File: config.mk
export PLATFORM = sky130hd
export DESIGN_NAME = dns_response_address_extractor
export DESIGN_NICKNAME = d
export VERILOG_FILES = /design/src/dnsx_pkg.sv /design/src/dnsx_res_fifo.sv /design/src/dnsx_parser.sv /design/src/dns_response_address_extractor.sv
export SDC_FILE = /design/constraint.sdc
export NUM_CORES = 1
export LEC_CHECK = 0
export ABC_AREA = 1
export BUFFER_PORTS_ARGS = -buffer_cell sky130_fd_sc_hd__buf_2
export CAP_MARGIN = 0
export CORE_AREA = 2 2 169 188
export CTS_CLUSTER_DIAMETER = 200
export CTS_CLUSTER_SIZE = 10
export DETAILED_ROUTE_END_ITERATION = 12
export DIE_AREA = 0 0 171 190
export GPL_TIMING_DRIVEN = 0
export PLACE_DENSITY = 0.72
export SLEW_MARGIN = 5
export SYNTH_ARGS = -nofsm -noshare
export SYNTH_HDL_FRONTEND = slang
export SYNTH_SLANG_ARGS = --single-unit
File: constraint.sdc
create_clock -name clk -period 12.85 [get_ports clk]
set_clock_uncertainty 0.2 [all_clocks]
set_input_delay 0.6425 -clock clk [delete_from_list [all_inputs] [get_ports clk]]
set_output_delay 0.6425 -clock clk [all_outputs]
set_load 0.03 [all_outputs]
File: src/dnsx_pkg.sv
package dnsx_pkg;

    // default message length limit in bytes
    localparam int MAX_BYTES_DEFAULT = 512;

    // result queue depth, two slots kept free for a byte that gives two results
    localparam int RES_DEPTH = 4;
    localparam int RES_PTR_W = $clog2(RES_DEPTH);
    localparam int RES_CNT_W = $clog2(RES_DEPTH + 1);

    // fixed dns header layout
    localparam logic [15:0] POS_FLAGS_HI = 16'd2;
    localparam logic [15:0] POS_FLAGS_LO = 16'd3;
    localparam logic [15:0] POS_ANCNT_HI = 16'd6;
    localparam logic [15:0] POS_ANCNT_LO = 16'd7;
    localparam logic [15:0] POS_HDR_END  = 16'd11;

    // answer record fixed part
    localparam logic [15:0] FC_TYPE_HI   = 16'd2;
    localparam logic [15:0] FC_TYPE_LO   = 16'd3;
    localparam logic [15:0] FC_RDLEN_HI  = 16'd10;
    localparam logic [15:0] FC_RDLEN_LO  = 16'd11;
    localparam logic [15:0] ANSWER_HDR_LEN = 16'd12;
    localparam logic [15:0] QTAIL_LEN      = 16'd4;

    localparam logic [7:0]  TYPE_A_LO   = 8'h01;
    localparam logic [15:0] IPV4_LEN    = 16'd4;

    typedef enum logic [1:0] {
        KIND_ADDRESS      = 2'd0,
        KIND_NOT_RESPONSE = 2'd1,
        KIND_SERVER_ERROR = 2'd2,
        KIND_END          = 2'd3
    } kind_t;

    typedef enum logic [5:0] {
        PH_HEADER = 6'b000001,
        PH_QNAME  = 6'b000010,
        PH_QTAIL  = 6'b000100,
        PH_ANSWER = 6'b001000,
        PH_RDATA  = 6'b010000,
        PH_IGNORE = 6'b100000
    } phase_t;

    typedef struct packed {
        kind_t       kind;
        logic [31:0] address;
        logic [15:0] answer_index;
        logic        final_answer;
        logic        authoritative;
        logic [3:0]  response_code;
        logic        last;
    } result_t;

endpackage

File: src/dnsx_res_fifo.sv
module dnsx_res_fifo
(
    input  logic                                clk,
    input  logic                                rst_n,
    input  logic [1:0]                          push_count,
    input  dnsx_pkg::result_t                   push_first,
    input  dnsx_pkg::result_t                   push_second,
    input  logic                                pop,
    output logic                                room,
    output logic                                head_valid,
    output dnsx_pkg::result_t                   head
);

    dnsx_pkg::result_t                   mem_reg [dnsx_pkg::RES_DEPTH];
    logic [dnsx_pkg::RES_PTR_W-1:0]      wr_ptr_reg;
    logic [dnsx_pkg::RES_PTR_W-1:0]      wr_ptr_next;
    logic [dnsx_pkg::RES_PTR_W-1:0]      wr_ptr_second;
    logic [dnsx_pkg::RES_PTR_W-1:0]      rd_ptr_reg;
    logic [dnsx_pkg::RES_PTR_W-1:0]      rd_ptr_next;
    logic [dnsx_pkg::RES_CNT_W-1:0]      count_reg;
    logic [dnsx_pkg::RES_CNT_W-1:0]      count_next;

    assign wr_ptr_second = wr_ptr_reg + dnsx_pkg::RES_PTR_W'(1);
    assign wr_ptr_next   = wr_ptr_reg + dnsx_pkg::RES_PTR_W'(push_count);
    assign rd_ptr_next   = rd_ptr_reg + dnsx_pkg::RES_PTR_W'(pop);
    assign count_next    = count_reg + dnsx_pkg::RES_CNT_W'(push_count)
                           - dnsx_pkg::RES_CNT_W'(pop);

    // at most two in, so keep two slots free before taking a byte
    assign room       = (count_reg <= dnsx_pkg::RES_CNT_W'(dnsx_pkg::RES_DEPTH - 2));
    assign head_valid = (count_reg != '0);
    assign head       = mem_reg[rd_ptr_reg];

    always_ff @(posedge clk)
    begin
        if (push_count != 2'd0)
        begin
            mem_reg[wr_ptr_reg] <= push_first;
        end
        if (push_count == 2'd2)
        begin
            mem_reg[wr_ptr_second] <= push_second;
        end
    end

    always_ff @(posedge clk or negedge rst_n)
    begin
        if (!rst_n)
        begin
            wr_ptr_reg <= '0;
            rd_ptr_reg <= '0;
            count_reg  <= '0;
        end
        else
        begin
            wr_ptr_reg <= wr_ptr_next;
            rd_ptr_reg <= rd_ptr_next;
            count_reg  <= count_next;
        end
    end

endmodule

File: src/dnsx_parser.sv
module dnsx_parser
#(
    parameter int MAX_BYTES = dnsx_pkg::MAX_BYTES_DEFAULT
)
(
    input  logic                clk,
    input  logic                rst_n,
    input  logic                accept,
    input  logic [7:0]          data_byte,
    input  logic                end_of_message,
    output logic [1:0]          push_count,
    output dnsx_pkg::result_t   push_first,
    output dnsx_pkg::result_t   push_second
);

    localparam logic [15:0] MaxPos = 16'(MAX_BYTES);

    dnsx_pkg::phase_t  phase_reg, phase_next;
    logic [15:0]       pos_reg, pos_next;
    logic [15:0]       fc_reg, fc_next, fc_inc;
    logic              qr_reg, qr_next;
    logic              aa_reg, aa_next;
    logic [3:0]        rcode_reg, rcode_next;
    logic [15:0]       total_reg, total_next;
    logic [15:0]       an_reg, an_next, an_inc;
    logic              type_hi_zero_reg, type_hi_zero_next;
    logic              type_lo_one_reg, type_lo_one_next;
    logic [15:0]       dlen_reg, dlen_next;
    logic [23:0]       shift_reg, shift_next;
    logic              aa_cur;
    logic [3:0]        rcode_cur;
    logic              ev_valid;
    dnsx_pkg::kind_t   ev_kind;
    logic [31:0]       ev_address;
    logic              ev_final;
    dnsx_pkg::result_t ev_res;
    dnsx_pkg::result_t end_res;

    assign fc_inc = fc_reg + 16'd1;
    assign an_inc = an_reg + 16'd1;

    always_comb
    begin
        phase_next        = phase_reg;
        pos_next          = pos_reg;
        fc_next           = fc_reg;
        qr_next           = qr_reg;
        aa_next           = aa_reg;
        rcode_next        = rcode_reg;
        total_next        = total_reg;
        an_next           = an_reg;
        type_hi_zero_next = type_hi_zero_reg;
        type_lo_one_next  = type_lo_one_reg;
        dlen_next         = dlen_reg;
        shift_next        = shift_reg;
        ev_valid          = 1'b0;
        ev_kind           = dnsx_pkg::KIND_ADDRESS;
        ev_address        = '0;
        ev_final          = 1'b0;

        if (accept && (pos_reg < MaxPos))
        begin
            pos_next = pos_reg + 16'd1;
            unique case (phase_reg)
                dnsx_pkg::PH_HEADER:
                begin
                    if (pos_reg == dnsx_pkg::POS_FLAGS_HI)
                    begin
                        qr_next = data_byte[7];
                        aa_next = data_byte[2];
                    end
                    if (pos_reg == dnsx_pkg::POS_FLAGS_LO)
                    begin
                        rcode_next = data_byte[3:0];
                    end
                    if (pos_reg == dnsx_pkg::POS_ANCNT_HI)
                    begin
                        total_next[15:8] = data_byte;
                    end
                    if (pos_reg == dnsx_pkg::POS_ANCNT_LO)
                    begin
                        total_next[7:0] = data_byte;
                    end
                    if (pos_reg == dnsx_pkg::POS_HDR_END)
                    begin
                        priority if (!qr_reg)
                        begin
                            ev_valid   = 1'b1;
                            ev_kind    = dnsx_pkg::KIND_NOT_RESPONSE;
                            phase_next = dnsx_pkg::PH_IGNORE;
                        end
                        else if (rcode_reg != 4'd0)
                        begin
                            ev_valid   = 1'b1;
                            ev_kind    = dnsx_pkg::KIND_SERVER_ERROR;
                            phase_next = dnsx_pkg::PH_IGNORE;
                        end
                        else
                        begin
                            phase_next = dnsx_pkg::PH_QNAME;
                        end
                    end
                end
                dnsx_pkg::PH_QNAME:
                begin
                    if (data_byte == 8'd0)
                    begin
                        phase_next = dnsx_pkg::PH_QTAIL;
                        fc_next    = '0;
                    end
                end
                dnsx_pkg::PH_QTAIL:
                begin
                    fc_next = fc_inc;
                    if (fc_inc >= dnsx_pkg::QTAIL_LEN)
                    begin
                        fc_next    = '0;
                        an_next    = '0;
                        phase_next = (total_reg == 16'd0) ? dnsx_pkg::PH_IGNORE
                                                          : dnsx_pkg::PH_ANSWER;
                    end
                end
                dnsx_pkg::PH_ANSWER:
                begin
                    if (fc_reg == dnsx_pkg::FC_TYPE_HI)
                    begin
                        type_hi_zero_next = (data_byte == 8'd0);
                    end
                    if (fc_reg == dnsx_pkg::FC_TYPE_LO)
                    begin
                        type_lo_one_next = (data_byte == dnsx_pkg::TYPE_A_LO);
                    end
                    if (fc_reg == dnsx_pkg::FC_RDLEN_HI)
                    begin
                        dlen_next[15:8] = data_byte;
                    end
                    if (fc_reg == dnsx_pkg::FC_RDLEN_LO)
                    begin
                        dlen_next[7:0] = data_byte;
                    end
                    fc_next = fc_inc;
                    if (fc_inc >= dnsx_pkg::ANSWER_HDR_LEN)
                    begin
                        fc_next    = '0;
                        shift_next = '0;
                        if (dlen_next == 16'd0)
                        begin
                            an_next    = an_inc;
                            phase_next = (an_inc == total_reg) ? dnsx_pkg::PH_IGNORE
                                                               : dnsx_pkg::PH_ANSWER;
                        end
                        else
                        begin
                            phase_next = dnsx_pkg::PH_RDATA;
                        end
                    end
                end
                dnsx_pkg::PH_RDATA:
                begin
                    shift_next = {shift_reg[15:0], data_byte};
                    fc_next    = fc_inc;
                    if (fc_inc >= dlen_reg)
                    begin
                        if (type_hi_zero_reg && type_lo_one_reg
                            && (dlen_reg == dnsx_pkg::IPV4_LEN))
                        begin
                            ev_valid   = 1'b1;
                            ev_kind    = dnsx_pkg::KIND_ADDRESS;
                            ev_address = {shift_reg, data_byte};
                            ev_final   = (an_inc == total_reg);
                        end
                        fc_next    = '0;
                        an_next    = an_inc;
                        phase_next = (an_inc == total_reg) ? dnsx_pkg::PH_IGNORE
                                                           : dnsx_pkg::PH_ANSWER;
                    end
                end
                default:
                begin
                end
            endcase
        end

        // header bits including this byte, before any clear
        aa_cur    = aa_next;
        rcode_cur = rcode_next;

        // end of message clears the phase, position, header flags and counts
        if (accept && end_of_message)
        begin
            phase_next = dnsx_pkg::PH_HEADER;
            pos_next   = '0;
            fc_next    = '0;
            qr_next    = 1'b0;
            aa_next    = 1'b0;
            rcode_next = '0;
            total_next = '0;
            an_next    = '0;
        end
    end

    always_comb
    begin
        ev_res.kind          = ev_kind;
        ev_res.address       = ev_address;
        ev_res.answer_index  = (ev_kind == dnsx_pkg::KIND_ADDRESS) ? an_reg : 16'd0;
        ev_res.final_answer  = ev_final;
        ev_res.authoritative = aa_cur;
        ev_res.response_code = rcode_cur;
        ev_res.last          = !end_of_message;

        // flags as they stood before the clear
        end_res.kind          = dnsx_pkg::KIND_END;
        end_res.address       = '0;
        end_res.answer_index  = '0;
        end_res.final_answer  = 1'b0;
        end_res.authoritative = aa_cur;
        end_res.response_code = rcode_cur;
        end_res.last          = 1'b1;

        push_first  = ev_res;
        push_second = end_res;
        push_count  = 2'd0;
        if (accept)
        begin
            priority if (ev_valid && end_of_message)
            begin
                push_count = 2'd2;
            end
            else if (ev_valid)
            begin
                push_count = 2'd1;
            end
            else if (end_of_message)
            begin
                push_count = 2'd1;
                push_first = end_res;
            end
            else
            begin
                push_count = 2'd0;
            end
        end
    end

    always_ff @(posedge clk or negedge rst_n)
    begin
        if (!rst_n)
        begin
            phase_reg <= dnsx_pkg::PH_HEADER;
            pos_reg   <= '0;
            fc_reg    <= '0;
            qr_reg    <= 1'b0;
            aa_reg    <= 1'b0;
            rcode_reg <= '0;
            total_reg <= '0;
            an_reg    <= '0;
        end
        else
        begin
            phase_reg <= phase_next;
            pos_reg   <= pos_next;
            fc_reg    <= fc_next;
            qr_reg    <= qr_next;
            aa_reg    <= aa_next;
            rcode_reg <= rcode_next;
            total_reg <= total_next;
            an_reg    <= an_next;
        end
    end

    always_ff @(posedge clk)
    begin
        type_hi_zero_reg <= type_hi_zero_next;
        type_lo_one_reg  <= type_lo_one_next;
        dlen_reg         <= dlen_next;
        shift_reg        <= shift_next;
    end

endmodule

File: src/dns_response_address_extractor.sv
// dns response address extractor
//
// input channel: data_byte and end_of_message, one message byte per transfer,
// handshake data_valid / data_stall. end_of_message marks the final byte.
// output channel: one result per transfer (kind, address, answer_index,
// final_answer, authoritative, response_code, last), handshake
// result_valid / result_stall. a byte gives zero, one or two results; last
// flags the final result of that byte
// a byte's results enter the buffer at the clock edge that takes the byte
// throughput: one byte per cycle while data_stall is low; the header,
// question and answer walk is a single state update per byte, and results
// queue in a four-entry buffer
// data_stall rises only while fewer than two buffer slots are free, which is
// set by the receiver draining the buffer, not by the parse
// a stalled receiver holds the head result steady; bytes keep flowing until the
// buffer fills
// reset (rst_n low, asynchronous) empties the buffer and returns the parser to
// the start of a message with header flags and counts cleared
// end_of_message always gives an end result after any other result of that byte
// and clears the message state; bytes past MAX_BYTES are ignored except for it
module dns_response_address_extractor
#(
    parameter int MAX_BYTES = dnsx_pkg::MAX_BYTES_DEFAULT
)
(
    input  logic        clk,
    input  logic        rst_n,
    input  logic        data_valid,
    output logic        data_stall,
    input  logic [7:0]  data_byte,
    input  logic        end_of_message,
    output logic        result_valid,
    input  logic        result_stall,
    output logic [1:0]  kind,
    output logic [31:0] address,
    output logic [15:0] answer_index,
    output logic        final_answer,
    output logic        authoritative,
    output logic [3:0]  response_code,
    output logic        last
);

    logic              room;
    logic              accept;
    logic              pop;
    logic [1:0]        push_count;
    dnsx_pkg::result_t push_first;
    dnsx_pkg::result_t push_second;
    dnsx_pkg::result_t head;

    // stall depends only on buffer fill, never on valid
    assign data_stall = !room;
    assign accept     = data_valid && room;
    assign pop        = result_valid && !result_stall;

    dnsx_parser
    #(
        .MAX_BYTES (MAX_BYTES)
    )
    u_parser
    (
        .clk            (clk),
        .rst_n          (rst_n),
        .accept         (accept),
        .data_byte      (data_byte),
        .end_of_message (end_of_message),
        .push_count     (push_count),
        .push_first     (push_first),
        .push_second    (push_second)
    );

    // result buffer parts the two sides
    dnsx_res_fifo u_res_fifo
    (
        .clk         (clk),
        .rst_n       (rst_n),
        .push_count  (push_count),
        .push_first  (push_first),
        .push_second (push_second),
        .pop         (pop),
        .room        (room),
        .head_valid  (result_valid),
        .head        (head)
    );

    assign kind          = head.kind;
    assign address       = head.address;
    assign answer_index  = head.answer_index;
    assign final_answer  = head.final_answer;
    assign authoritative = head.authoritative;
    assign response_code = head.response_code;
    assign last          = head.last;

endmodule

# Word-level counts from Yosys, hierarchy flattened
# Memories as Yosys holds them, arrays and structs flattened.
# Index checks and enable logic that the tools add are counted.
dict set report classes {
  add_sub_neg 8
  magnitude_cmp 5
  eq_ne 25
  muxes 87
  n_reduce_logical 36
}
# operator count
set op_table {}
lappend op_table {{$mux 16} 18}
lappend op_table {{$mux 57} 4}
lappend op_table {{$mux 32} 4}
lappend op_table {{$mux 6} 12}
lappend op_table {{$eq 16x2->1 const B} 4}
lappend op_table {{$mux 8} 8}
lappend op_table {{$pmux 16 s4} 1}
lappend op_table {{$add 16x1->16 const B} 3}
lappend op_table {{$eq 16x3->1 const B} 3}
lappend op_table {{$eq 16x4->1 const B} 3}
lappend op_table {{$pmux 16 s3} 1}
lappend op_table {{$pmux 24 s2} 1}
lappend op_table {{$logic_not 16->1} 2}
lappend op_table {{$pmux 6 s5} 1}
lappend op_table {{$mux 24} 1}
lappend op_table {{$mux 1} 23}
lappend op_table {{$reduce_and 3->1} 7}
lappend op_table {{$ne 3x1->1 const B} 6}
lappend op_table {{$eq 16x16->1} 1}
lappend op_table {{$ge 16x16->1} 1}
lappend op_table {{$ge 16x3->1 const B} 1}
lappend op_table {{$ge 16x4->1 const B} 1}
lappend op_table {{$lt 16x10->1 const B} 1}
lappend op_table {{$mux 2} 8}
lappend op_table {{other kinds (28)} 46}
dict set report totals {
  regBits 125
  ramBits 228
  in_bits 13
  word_cells 178
  n_memories 1
}
# name depth word_bits read_ports rd_clocked_by_memory_dff wr line_no
set mem_list {}
lappend mem_list {u_res_fifo.mem_reg 4 57 1 0 2 dnsx_res_fifo.sv:14} ;# dnsx_pkg::result_t mem_reg [dnsx_pkg::RES_DEPTH];

# Depth between registers and ports, before layout
dict set report logic_depth {
  depth_word 12
  ltp_mapped 29
  mapped_depth_nobuf 28
}

# By module
# From an unflattened synthesis, not the netlist that was laid out.
dict set report unflattened {
  cells_unflattened 2777
  hier_area_um2 20940.1
}
# module n_inst cells_each area_each_um2
set by_module_without_submodules {}
lappend by_module_without_submodules {dnsx_res_fifo 1 1651 12990.0}
lappend by_module_without_submodules {dnsx_parser 1 1121 7928.9}
lappend by_module_without_submodules {dns_response_address_extractor 1 5 21.3}

# Least setup slack after synthesis
# OpenSTA, ideal clock, no wires.
dict set report synth_path {
  path_type {register to register}
  startpoint {register u_parser.fc_reg[0]}
  endpoint {memory u_res_fifo.mem_reg[1][1] (netlist name), data pin}
  setup_time_ps 266
  t_arrival_ps 3728
  required_time_ps 12384
  slack_ps 8656
  stages_incl_launch_ff 29
  cell_sequence {dfrtp_1 > ha_1 > nand3_2 > nor2_4 > inv_1 > nand2_1 > and2_1 > inv_1 > ha_1 > nand2_1 > inv_1 > o21ai_0 > nand2_1 > nor2_1 > o21ai_0 > nand2_1 > nand2_1 > nand2_1 > nand2_1 > ha_1 > nand2_1 > inv_1 > nor2_1 > nor3_1 > inv_1 > nand2_1 > inv_2 > clkbuf_1 > nor2_1}
}
# item line_no
set synth_lines {}
lappend synth_lines {{start: declaration} dnsx_parser.sv:20} ;# logic [15:0] fc_reg, fc_next, fc_inc;
lappend synth_lines {{start signal: assignment} dnsx_parser.sv:263} ;# fc_reg <= fc_next;
lappend synth_lines {{end: declaration} dnsx_res_fifo.sv:14}

==> summary.md <==
| Metric | Value |
|---|---|
| Most frequent cell after synthesis | `sky130_fd_sc_hd__nand2_1` |
| Required time worst endpoint | `13020 ps` |
| Endpoint of the worst hold path | `u_parser.pos_reg[1]` |
| Multiplexer share of the synthesized area | `0` |
| Post-synth EDFFs | `62` |
| Kind of critical path | `reg -> reg` |
| Status | `finished clean` |
| Area of the die | `32500 um^2` |
| Layout cells sized above 1 | `0.0722` |
| Number of max-cap violations | `0` |
| Average vias per placed instance | `5.54` |
| Vias in the first global route | `15000` |
| Setup violations, final | `0` |
| Final GP Congestion | `0.914` |
| Highest clock rate | `168 MHz` |
| Total overflow reported by the global router | `0` |
| Register-to-register setup slack | `6910 ps` |
| Area of the placeable core | `30800 um^2` |
| Number of inserted filler cells in the final layout | `2851` |
| Post-synthesis instance total | `2233` |
| Average wire length per cell after detail routing | `17.0 um` |
| Final worst path period need | `5940 ps` |
| Pin slew with the least headroom to its limit | `931 ps` |
| Final worst path period share | `0.462` |
| FF-to-FF Start | `u_parser.fc_reg[0]` |
| RSZ-0062 raised after global routing | `false` |
| Chip width | `171 um` |
| #FFs+latches synth | `353` |
| Part of the Yosys area used for sequential elements | `0.487` |
| Max reg flops | `228` |
| Total length of routed wires | `47.3 mm` |
| Number of violations reported at the end of detailed-routing iteration 0 | `1556` |
| Number of max-slew violations in the final report | `0` |
| Post-synthesis instance area | `16600 um^2` |
| Hold/Removal Path Class | `in -> reg` |
| Cell types with the largest area share after synthesis | `sky130_fd_sc_hd__dfxtp_1, sky130_fd_sc_hd__nand2_1, sky130_fd_sc_hd__dfrtp_1` |
| Area added between synthesis and finish | `12.3%` |
| Avg Inst Size Synth | `7.45 um^2` |
| Crit path launch type | `flip-flop` |
| Chip Height | `190 um` |
| Family with the most delay on the worst path | `simple AND/OR/NAND/NOR gates` |
| Number of antenna cells inserted | `0` |
| Post-synth ARST share | `0.235` |
| Total via count after detailed routing | `15500` |
| Total of cells resized after clock tree synthesis | `0` |
| Half-perimeter wire length of the detailed placement result | `33.6 mm` |
| Antenna violations before repair | `0` |
| Hold Violations, Final | `0` |
| Total negative setup slack | `0 ps` |
| Worst rel slew slack | `0.379` |
| Tot GR Track Use | `0.295` |
| Dominant combinational cell family by area after synthesis | `simple AND/OR/NAND/NOR gates` |
| Number of cells on the worst reg-to-reg path | `29` |
| Nets | `2388` |
| Data arrival time of the critical path | `6110 ps` |
| First-pass GRT wire length | `76.8 mm` |
| Post-synthesis compound-gate area fraction | `0.127` |
| Element type at the critical path end | `flip-flop` |
| CTS Sinks | `353` |
| Core Rows | `68` |
| Standard cell area after detailed placement | `17500 um^2` |
| CTS tree | `built` |
| Post-Synth Simple-Gate Area | `0.293` |
| Residual DRC count | `0` |
| PwrDens | `193 nW/um^2` |
| Final non-filler cell area | `18700 um^2` |
| Cell taking the most area after synthesis | `sky130_fd_sc_hd__dfxtp_1` |
| Clk_lat worst skew | `530 ps` |
| Leakage dissipation | `8.28 nW` |
| Slowest cell delay on critical path | `520 ps` |
| Most frequent cell on the critical path | `sky130_fd_sc_hd__nand2_1` |
| Maximum level of the CTS H-tree | `2` |
| Worst Path Buf+Inv | `7` |
| Startpoint of the tightest hold check path | `end_of_message` |
| Initial cell density of the core | `0.540` |
| Crit path max fanout | `10` |
| Number of optimization iterations in the first detailed-route pass | `8` |
| Synth top area share | `0.250` |
| Number of buffers created by CTS | `41` |
| Adder-cell area share of the yosys netlist | `0.0200` |
| Top Ports | `72` |
| Hold Path Cell Cnt | `2` |
| Pin count of the biggest net entering global routing | `52` |
| Routed Antenna Nets | `0` |
| Post-synth net total | `2272` |
| Number of warnings printed during yosys synthesis | `0` |
| Endpoint of the lowest-slack register-to-register path | `u_res_fifo.mem_reg[1][27]` |
| Setup Fix Bufs, Post-CTS | `0` |
| Clock transition at the registers of the reported paths | `60 ps` |
| Port Buf Inserts | `71` |
| CP max-delay cell | `sky130_fd_sc_hd__dfrtp_1` |
| Top FF cell, synth | `sky130_fd_sc_hd__dfxtp_1` |
| Most common library cells after synthesis | `sky130_fd_sc_hd__nand2_1, sky130_fd_sc_hd__o21ai_0, sky130_fd_sc_hd__nor2_1` |
| Xor/xnor cell area share of the yosys netlist | `0.00579` |
| Max VDD drop | `0.000106 V` |
| Clock tree root buffer cell | `sky130_fd_sc_hd__clkbuf_16` |
| Clock Tree Buf Depth | `3` |
| Count of cell types in the netlist | `42` |
-- worst max path at each step --
stage | from | endpoint | slack, ps | cells after the start
floorplan | u_parser.fc_reg[0] | u_res_fifo.mem_reg[1][1] | 8660 | 28
global placement | u_parser.fc_reg[0] | u_res_fifo.mem_reg[1][32] | 7190 | 29
detailed placement | u_parser.fc_reg[0] | u_res_fifo.mem_reg[1][32] | 7020 | 29
CTS | u_parser.fc_reg[0] | u_res_fifo.mem_reg[1][32] | 6980 | 29
global route | u_parser.fc_reg[0] | u_res_fifo.mem_reg[1][25] | 6510 | 29
finish | u_parser.fc_reg[0] | u_res_fifo.mem_reg[1][27] | 6910 | 29
-- cells in the final DEF, fill, tap and decap left out, types with 9 or more instances in the layout --
| cell type | instances |
|---|---|
| sky130_fd_sc_hd__dfrtp_1 | 82 |
| sky130_fd_sc_hd__nor3_1 | 26 |
| sky130_fd_sc_hd__edfxtp_1 | 62 |
| sky130_fd_sc_hd__clkbuf_16 | 41 |
| sky130_fd_sc_hd__buf_2 | 85 |
| sky130_fd_sc_hd__inv_1 | 174 |
| sky130_fd_sc_hd__xor2_1 | 10 |
| sky130_fd_sc_hd__ha_1 | 25 |
| sky130_fd_sc_hd__clkbuf_1 | 106 |
| sky130_fd_sc_hd__nor4_1 | 10 |
| sky130_fd_sc_hd__o21ai_0 | 296 |
| sky130_fd_sc_hd__nor2_1 | 270 |
| sky130_fd_sc_hd__dfxtp_1 | 208 |
| sky130_fd_sc_hd__nand4_1 | 38 |
| sky130_fd_sc_hd__nand3_1 | 141 |
| sky130_fd_sc_hd__a21oi_1 | 26 |
| sky130_fd_sc_hd__nand3b_1 | 11 |
| sky130_fd_sc_hd__nor2_2 | 9 |
| sky130_fd_sc_hd__o22ai_1 | 57 |
| sky130_fd_sc_hd__nand2_1 | 630 |
-- routing by layer --
layer | GRT usage | up-vias | routed length (um)
met5 | 0 | - | 0
met4 | 0.116 | 0 | 1670
met3 | 0.0383 | 129 | 3270
met2 | 0.490 | 608 | 22300
met1 | 0.392 | 7160 | 20100
li1 | - | 7553 | -
-- logic make-up (layout without fill, tap and decap cells) --
logic type,Yosys count,after routing
adder cells (fa/ha/maj),26,26
buffers and inverters,286,422
XOR/XNOR,11,11
AND/OR/NAND/NOR,1158,1158
flip-flops,353,353
AO/OA/AOI/OAI,399,399
-- stage by stage --
step           hold slack (ps)  cells  setup slack, ps   util  total power [mW]
2_1_floorplan              147   2233             8660      -              2.16
3_5_place_dp               234   2725             7020  0.569              2.58
6_report                   210   2789             6910  0.606              3.60
5_1_grt                    202   2789             6510  0.606              3.79
3_3_place_gp               232   2724             7190  0.568              2.56
4_1_cts                    185   2789             6980  0.606              3.61
-- cell type report --
cell class / instances / area [um^2] / share of cell area
Buffer: 105 / 428 / 0.0229
Clock buffer: 60 / 1100 / 0.0588
Clock inverter: 3 / 26.3 / 0.00141
Inverter: 181 / 679 / 0.0364
Multi-Input combinational cell: 1594 / 7420 / 0.397
Sequential cell: 353 / 8100 / 0.434
Tap cell: 420 / 526 / 0.0281
Timing Repair Buffer: 73 / 395 / 0.0212
-- report_power, final --
group	switching [mW]	internal, mW	leakage [nW]
Sequential	0.0690	1.20	3.31
Combinational	0.954	0.347	4.43
Clock	0.442	0.586	0.541
Total	1.47	2.14	8.28
-- worst reg2reg max path, delay by kind of cell (launching register included) --
family                   cells  cell delay [ps]
AND/OR/NAND/NOR             17             3040
AO/OA/AOI/OAI                2              190
adder cells (fa/ha/maj)      3              730
buffers and inverters        7             1100
flip-flops                   1              520
-- timing repair --
item                                    in CTS  in global routing
endpoints found under the setup margin       0                  0
hold buffers                                 1                  0
hold endpoints to repair                    32                  0
Power figures use the tool's default switching activity.
